===== src/hdl/slid_pkg.sv =====
// Shared types and constants for the sorted list insert/delete core.
package slid_pkg;

  localparam int WORD_W       = 32;
  localparam int CAPACITY_DEF = 16;
  localparam int STATUS_W     = 2;
  localparam int COUNT_W      = 5;

  typedef enum logic [0:0] {
    ACT_INSERT = 1'b0,
    ACT_DELETE = 1'b1
  } action_t;

  typedef enum logic [STATUS_W-1:0] {
    ST_DONE      = 2'd0,
    ST_NOT_FOUND = 2'd1,
    ST_FULL      = 2'd2
  } status_t;

  // Outcome of comparing a stored entry against the command key.
  typedef struct packed {
    logic lt;
    logic eq;
    logic gt;
  } cmp_res_t;

endpackage


===== src/hdl/sorted_list_insert_delete_core.sv =====
// Top level of the sorted list core: walk sequencer, entry count and result register.
//
// The core keeps up to CAPACITY signed 32-bit keys in ascending order in a
// single-port-write, registered-read memory. Each input word carries an action
// (insert or delete) and a key; each command yields exactly one result word
// holding a status and the entry count after the command.
// An insert walks downwards from the last entry, moving every larger entry up
// by one place, and drops the key in behind the last entry that is not larger,
// so equal keys keep their arrival order. A delete walks upwards from the
// first entry, finds the first equal key and closes the gap by moving every
// later entry down by one place.
// Timing: at most one memory read and one memory write per cycle through a single
// shared comparator. A command is shortest for an insert into a full store or a
// delete from an empty one and longest for a walk over the whole list; the result
// word is registered when the walk ends, and the next input word is taken once the
// core is idle and its output register is free. in_stall is high throughout a walk.
// Reset (synchronous, active low) empties the list and drops any pending
// result. If the receiver holds out_stall high, the result word waits in the
// output register; one further command may be accepted only once that word
// has been taken, so no result is ever overwritten.
module sorted_list_insert_delete_core #(
  parameter int CAPACITY = slid_pkg::CAPACITY_DEF
) (
  input  logic                                 clk,
  input  logic                                 rst_n,
  input  logic                                 in_valid,
  output logic                                 in_stall,
  input  logic [0:0]                           in_action,
  input  logic signed [slid_pkg::WORD_W-1:0]   in_value,
  output logic                                 out_valid,
  input  logic                                 out_stall,
  output logic [slid_pkg::STATUS_W-1:0]        out_status,
  output logic [slid_pkg::COUNT_W-1:0]         out_entry_count
);
  import slid_pkg::*;

  localparam int AW = $clog2(CAPACITY);
  localparam int CW = $clog2(CAPACITY + 1);

  typedef enum logic [3:0] {
    S_IDLE = 4'b0001,
    S_INS  = 4'b0010,
    S_PUT  = 4'b0100,
    S_DEL  = 4'b1000
  } state_t;

  state_t                   state_r, state_nxt;
  logic [AW-1:0]            idx_r, idx_nxt;
  logic                     found_r, found_nxt;
  logic signed [WORD_W-1:0] value_r, value_nxt;
  logic [CW-1:0]            count_r, count_nxt;

  logic                     out_valid_r, out_valid_nxt;
  status_t                  out_status_r, out_status_nxt;
  logic [CW-1:0]            out_count_r, out_count_nxt;

  // Memory port and comparator hookup.
  logic                     rd_en;
  logic [AW-1:0]            rd_addr;
  logic signed [WORD_W-1:0] rd_data;
  logic                     wr_en;
  logic [AW-1:0]            wr_addr;
  logic signed [WORD_W-1:0] wr_data;
  cmp_res_t                 cr;

  // End of a command, with its result.
  logic                     fin;
  status_t                  fin_status;
  logic [CW-1:0]            fin_count;

  logic                     accept;
  logic                     hit;
  logic [AW-1:0]            last_idx;

  slid_store #(
    .DEPTH (CAPACITY),
    .AW    (AW)
  ) u_store (
    .clk     (clk),
    .wr_en   (wr_en),
    .wr_addr (wr_addr),
    .wr_data (wr_data),
    .rd_en   (rd_en),
    .rd_addr (rd_addr),
    .rd_data (rd_data)
  );

  // The read data always belongs to the entry at idx_r during a walk.
  slid_cmp u_cmp (
    .entry (rd_data),
    .key   (value_r),
    .res   (cr)
  );

  // A new word is only taken when idle and the result register is free or
  // being emptied in the same cycle.
  assign in_stall = (state_r != S_IDLE) || (out_valid_r && out_stall);
  assign accept   = in_valid && !in_stall;
  assign last_idx = AW'(count_r - 1'b1);
  assign hit      = found_r || cr.eq;

  always_comb begin
    state_nxt  = state_r;
    idx_nxt    = idx_r;
    found_nxt  = found_r;
    value_nxt  = value_r;
    rd_en      = 1'b0;
    rd_addr    = idx_r;
    wr_en      = 1'b0;
    wr_addr    = idx_r;
    wr_data    = value_r;
    fin        = 1'b0;
    fin_status = ST_DONE;
    fin_count  = count_r;

    case (state_r)
      S_IDLE: begin
        if (accept) begin
          value_nxt = in_value;
          if (in_action == ACT_INSERT) begin
            if (count_r == CW'(CAPACITY)) begin
              fin        = 1'b1;
              fin_status = ST_FULL;
            end else if (count_r == '0) begin
              idx_nxt   = '0;
              state_nxt = S_PUT;
            end else begin
              // Start at the top entry and walk downwards.
              rd_en     = 1'b1;
              rd_addr   = last_idx;
              idx_nxt   = last_idx;
              state_nxt = S_INS;
            end
          end else begin
            if (count_r == '0) begin
              fin        = 1'b1;
              fin_status = ST_NOT_FOUND;
            end else begin
              rd_en     = 1'b1;
              rd_addr   = '0;
              idx_nxt   = '0;
              found_nxt = 1'b0;
              state_nxt = S_DEL;
            end
          end
        end
      end

      S_INS: begin
        wr_en   = 1'b1;
        wr_addr = AW'(idx_r + 1'b1);
        if (cr.gt) begin
          // Larger entry moves up one place to open the gap.
          wr_data = rd_data;
          if (idx_r == '0) begin
            state_nxt = S_PUT;
          end else begin
            idx_nxt = AW'(idx_r - 1'b1);
            rd_en   = 1'b1;
            rd_addr = AW'(idx_r - 1'b1);
          end
        end else begin
          wr_data    = value_r;
          fin        = 1'b1;
          fin_status = ST_DONE;
          fin_count  = CW'(count_r + 1'b1);
          state_nxt  = S_IDLE;
        end
      end

      S_PUT: begin
        wr_en      = 1'b1;
        wr_addr    = idx_r;
        wr_data    = value_r;
        fin        = 1'b1;
        fin_status = ST_DONE;
        fin_count  = CW'(count_r + 1'b1);
        state_nxt  = S_IDLE;
      end

      S_DEL: begin
        if (found_r) begin
          // Close the gap: each later entry moves down one place.
          wr_en   = 1'b1;
          wr_addr = AW'(idx_r - 1'b1);
          wr_data = rd_data;
        end
        if (!found_r && cr.gt) begin
          fin        = 1'b1;
          fin_status = ST_NOT_FOUND;
          state_nxt  = S_IDLE;
        end else if (idx_r == last_idx) begin
          fin        = 1'b1;
          fin_status = hit ? ST_DONE : ST_NOT_FOUND;
          fin_count  = hit ? CW'(count_r - 1'b1) : count_r;
          state_nxt  = S_IDLE;
        end else begin
          found_nxt = hit;
          idx_nxt   = AW'(idx_r + 1'b1);
          rd_en     = 1'b1;
          rd_addr   = AW'(idx_r + 1'b1);
        end
      end

      default: begin
        state_nxt = S_IDLE;
      end
    endcase
  end

  always_comb begin
    count_nxt      = fin ? fin_count : count_r;
    out_valid_nxt  = fin ? 1'b1 : (out_valid_r && out_stall);
    out_status_nxt = fin ? fin_status : out_status_r;
    out_count_nxt  = fin ? fin_count : out_count_r;
  end

  always_ff @(posedge clk) begin
    if (!rst_n) begin
      state_r     <= S_IDLE;
      idx_r       <= '0;
      found_r     <= 1'b0;
      count_r     <= '0;
      out_valid_r <= 1'b0;
    end else begin
      state_r     <= state_nxt;
      idx_r       <= idx_nxt;
      found_r     <= found_nxt;
      count_r     <= count_nxt;
      out_valid_r <= out_valid_nxt;
    end
  end

  // Payload registers carry no reset.
  always_ff @(posedge clk) begin
    value_r      <= value_nxt;
    out_status_r <= out_status_nxt;
    out_count_r  <= out_count_nxt;
  end

  assign out_valid       = out_valid_r;
  assign out_status      = out_status_r;
  assign out_entry_count = COUNT_W'(out_count_r);

  // A write never lands past the first free place after the end of the list.
  a_wr_in_range: assert property (@(posedge clk) disable iff (!rst_n)
    wr_en |-> ((CW+1)'(wr_addr) <= (CW+1)'(count_r)))
    else $error("entry write beyond end of list");

  // The entry count only moves when a command completes.
  a_count_on_fin: assert property (@(posedge clk) disable iff (!rst_n)
    !$stable(count_r) |-> $past(fin))
    else $error("entry count changed outside command completion");

  // A result is only produced when the output register can take it.
  a_fin_room: assert property (@(posedge clk) disable iff (!rst_n)
    fin |-> (!out_valid_r || !out_stall))
    else $error("result would overwrite a waiting word");

  // During a delete, entries move down only after the key was found.
  a_del_shift: assert property (@(posedge clk) disable iff (!rst_n)
    (state_r == S_DEL && wr_en) |-> found_r)
    else $error("delete shifted entries before finding the key");

endmodule


===== src/hdl/slid_store.sv =====
// Entry memory: one write port and one registered read port.
module slid_store #(
  parameter int DEPTH = 16,
  parameter int AW    = 4
) (
  input  logic                               clk,
  input  logic                               wr_en,
  input  logic [AW-1:0]                      wr_addr,
  input  logic signed [slid_pkg::WORD_W-1:0] wr_data,
  input  logic                               rd_en,
  input  logic [AW-1:0]                      rd_addr,
  output logic signed [slid_pkg::WORD_W-1:0] rd_data
);
  import slid_pkg::*;

  logic signed [WORD_W-1:0] mem [DEPTH];

  always_ff @(posedge clk) begin
    if (wr_en) begin
      mem[wr_addr] <= wr_data;
    end
  end

  always_ff @(posedge clk) begin
    if (rd_en) begin
      rd_data <= mem[rd_addr];
    end
  end

endmodule


===== src/hdl/slid_cmp.sv =====
// Shared signed comparator used on every step of the list walk.
module slid_cmp (
  input  logic signed [slid_pkg::WORD_W-1:0] entry,
  input  logic signed [slid_pkg::WORD_W-1:0] key,
  output slid_pkg::cmp_res_t                 res
);
  import slid_pkg::*;

  always_comb begin
    res.lt = (entry < key);
    res.eq = (entry == key);
    res.gt = (entry > key);
  end

endmodule


===== config.mk =====
export PLATFORM = sky130hd
export DESIGN_NAME = sorted_list_insert_delete_core
export DESIGN_NICKNAME = d
export VERILOG_FILES = /design/src/hdl/slid_pkg.sv /design/src/hdl/sorted_list_insert_delete_core.sv /design/src/hdl/slid_store.sv /design/src/hdl/slid_cmp.sv
export SDC_FILE = /design/constraint.sdc
export NUM_CORES = 1
export LEC_CHECK = 0
export ABC_AREA = 1
export BUFFER_PORTS_ARGS = -buffer_cell sky130_fd_sc_hd__buf_2
export CAP_MARGIN = 10
export CORE_MARGIN = 2
export CORE_UTILIZATION = 35
export CTS_CLUSTER_SIZE = 16
export DETAILED_ROUTE_END_ITERATION = 7
export PLACE_DENSITY_LB_ADDON = 0.05
export SLEW_MARGIN = 20
export SYNTH_ARGS = -nofsm -noshare
export SYNTH_HDL_FRONTEND = slang
export SYNTH_SLANG_ARGS = --single-unit

===== constraint.sdc =====
create_clock -name clk -period 6.2 [get_ports clk]
set_clock_uncertainty 0.15 [all_clocks]
set_input_delay 1.24 -clock clk [delete_from_list [all_inputs] [get_ports clk]]
set_output_delay 1.24 -clock clk [all_outputs]
set_load 0.1 [all_outputs]

==> impl_metrics.yaml <==
run_status:
  outcome: "completed"
timing:
  final_hold_viol_count: 0
  setup_violations: 0
  tns_ns: 0
  relSlewSlack: 0.262
  fin_crit_sh: 0.727
  report.final.slew_viol_count: 0
  grt_setup_unrepaired: "false"
  worst_pin_slew_ns: 1.10
  fmax_mhz: 222
  fin_ws_ns: 1.69
  min_period_ns: 4.51
  hold_ws_ns: 0.387
worst_setup_path:
  r2r_end: "u_store.mem[6][31]"
  start_kind: "register"
  critPathArrivalTime_ns: 4.61
  cp-startpoint: "u_store.rd_data[15]"
  rrSetupSlack_ns: 1.69
  cp-endpoint: "u_store.mem[6][31]"
  worstReg2RegStart: "u_store.rd_data[15]"
  worst_r2r_path_depth: 13
  critPathKind: "register to register"
  worstSetupEndpointType: "register"
  crit_path_max_fanout: 29
  required_ns: 6.30
cts:
  clock_latency_ns: 0.61
  htree_levels: 3
  clkTransAtPathRegs_ns: 0.06
  numCtsBuffers: 70
  cts_tree: "yes"
  hold_buffers: 0
  cts_max_path_buffers: 3
  cts_root_buffer: "clkbuf_16"
  clock-sinks: 598
  postCtsSetupBuffers: 0
  ctsResizeCount: 0
yosys:
  yosysSeqAreaShare: 0.686
  synth_edf_count: 583
  synth_top_cell_area_share: 0.675
  yosys-top-cells-count: "nand3_1 (668), edfxtp_1 (583), nand2_1 (541)"
  synthArstFlopShare: 0
  synth.area.mux_share: 0.000434
  ys.flop_type: "edfxtp_1"
  synth_cell_types: 43
  yosys.area.top_type: "edfxtp_1"
  post-synth-top-count-cell: "nand3_1"
  synth-xor-area-share: 0.00502
  yosys_warnings: 0
  synth_compound_area_frac: 0.0246
  syn-num-nets: 2376
  ys_ff_latch: 598
  synth_top_family_by_area: "simple AND/OR/NAND/NOR gates"
  synth.area.top_cells: "edfxtp_1 (67%), nand3_1 (13%), nand2_1 (7.8%)"
  yosys.area_share.adder: 0.0178
  syn_area_um2: 25900
  synth_cells: 2302
  synth_area_per_cell_um2: 11.3
  synth-simple-area-share: 0.225
finish:
  nNetsFinal: 2423
  fillers: 7016
  drive_above_1_share: 0.109
  syn_to_final_growth_pct: 14.4
  diodes: 0
placement:
  routabilityCongestion: 0.880
  hpwl_um: 42600
  place_ws_ns: 1.50
  io_buffer_count: 45
detailed_routing:
  ant_nets: 0
  wl_per_cell_um: 23.7
  routed_via_density: 5.29
  wirelength_um: 79600
  drt_iter0_markers: 1556
  drc: 0
  via_count: 17800
  dr.pass1.iters: 6
die:
  core_area_um2: 73200
  initial_core_util: 0.354
  die-height_um: 276
  io-pin-count: 46
  std_cell_rows: 99
  die_area_um2: 76300
  fp.dieW_um: 276
grt:
  antenna_found_initial: 0
  grt_overflow: 0
  grt_max_degree: 176
  grt_pass1_wl_um: 118000
  grt_usage: 0.207
  grt_pass1_vias: 17400
worst_hold_path:
  hp-class: "register to register"
run:
  cap_viol_max_count: 0
metal layers:
metal	routed length, um	part of all wire	up-vias	global-route usage
li1	-	-	8332	-
met1	36700	0.46	8832	0.295
met2	37500	0.47	493	0.335
met3	3780	0.048	104	0.0294
met4	1590	0.020	0	0.0490
met5	0	0	-	0
metrics by stage:
| stage | std cells | cell area (um2) | util |
|---|---|---|---|
| final | 3358 | 29700 | 0.406 |
| after global routing | 3358 | 29700 | 0.406 |
| after CTS | 3358 | 29700 | 0.405 |
| after detailed placement | 3236 | 27500 | 0.376 |
| after global placement | 3235 | 27500 | 0.376 |
| after floorplan | 2302 | 25900 | - |
placed cells by master, fill, tap and decap left out, types with 3 or more instances in the layout:
| cell | count |
|---|---|
| nand3_1 | 668 |
| edfxtp_1 | 583 |
| nand2_1 | 537 |
| inv_1 | 90 |
| clkbuf_16 | 74 |
| buf_4 | 65 |
| buf_2 | 45 |
| o21ai_0 | 38 |
| ha_1 | 37 |
| nor2_1 | 35 |
| a21oi_1 | 29 |
| clkinv_1 | 21 |
| nor2_4 | 17 |
| clkbuf_1 | 15 |
| dfxtp_1 | 15 |
| inv_2 | 10 |
| xor2_1 | 10 |
| nand4_1 | 9 |
| o21ai_1 | 9 |
| nor3_1 | 8 |
| buf_12 | 8 |
| nand2_2 | 5 |
| nand3_2 | 5 |
| clkinv_2 | 5 |
| nor2_2 | 4 |
| a221oi_1 | 4 |
| o211ai_1 | 4 |
| o21a_1 | 3 |
| xnor2_1 | 3 |
| o2111ai_1 | 3 |
| o22ai_1 | 3 |
| a211oi_1 | 3 |
worst min path at each step:
stage                        from       to  cells past startpoint
after floorplan           found_r  found_r                      2
after global placement    found_r  found_r                      2
after detailed placement  found_r  found_r                      2
after CTS                 found_r  found_r                      2
after global routing      found_r  found_r                      2
final                     found_r  found_r                      2
registers in the layout (all words and copies together) (netlist names):
signal,cells
u_store.mem,512
u_store.rd_data,32
value_r,32
count_r,5
out_entry_count,5
idx_r,4
state_r,4
out_status,2
found_r,1
out_valid,1
area by class of cell:
| class | count | area [um2] | share of cell area |
|---|---|---|---|
| sequential | 598 | 17800 | 0.600 |
| multi-input combinational | 1459 | 7260 | 0.245 |
| clock buffer | 91 | 1940 | 0.0652 |
| tap | 959 | 1200 | 0.0404 |
| timing repair buffer | 119 | 901 | 0.0303 |
| inverter | 101 | 382 | 0.0129 |
| clock inverter | 31 | 198 | 0.00666 |
logic make-up after synthesis:
group	after synthesis
DFF	598
AOI/OAI and AO/OA	110
buffers and inverters	245
and+or+nand+nor	1297
adders and majority gates	37
muxes	1
xor gates and xnor gates	14
worst max-delay path: stages, from the launching register on:
cell and delay (ns):
edfxtp_1 0.43, ha_1 0.35, nand4_1 0.38, a21oi_1 0.26
nor2_1 0.10, nand2_1 0.17, nand2_1 0.10, nand2_1 0.09
nand2_2 0.11, nand3_2 0.12, inv_1 0.09, nand2_1 0.23
nand2_2 0.51, o21ai_1 1.03
Power is left out: the tool's default activity adds up to more than one toggle a clock period on the data nets, which glitch-free logic cannot reach.
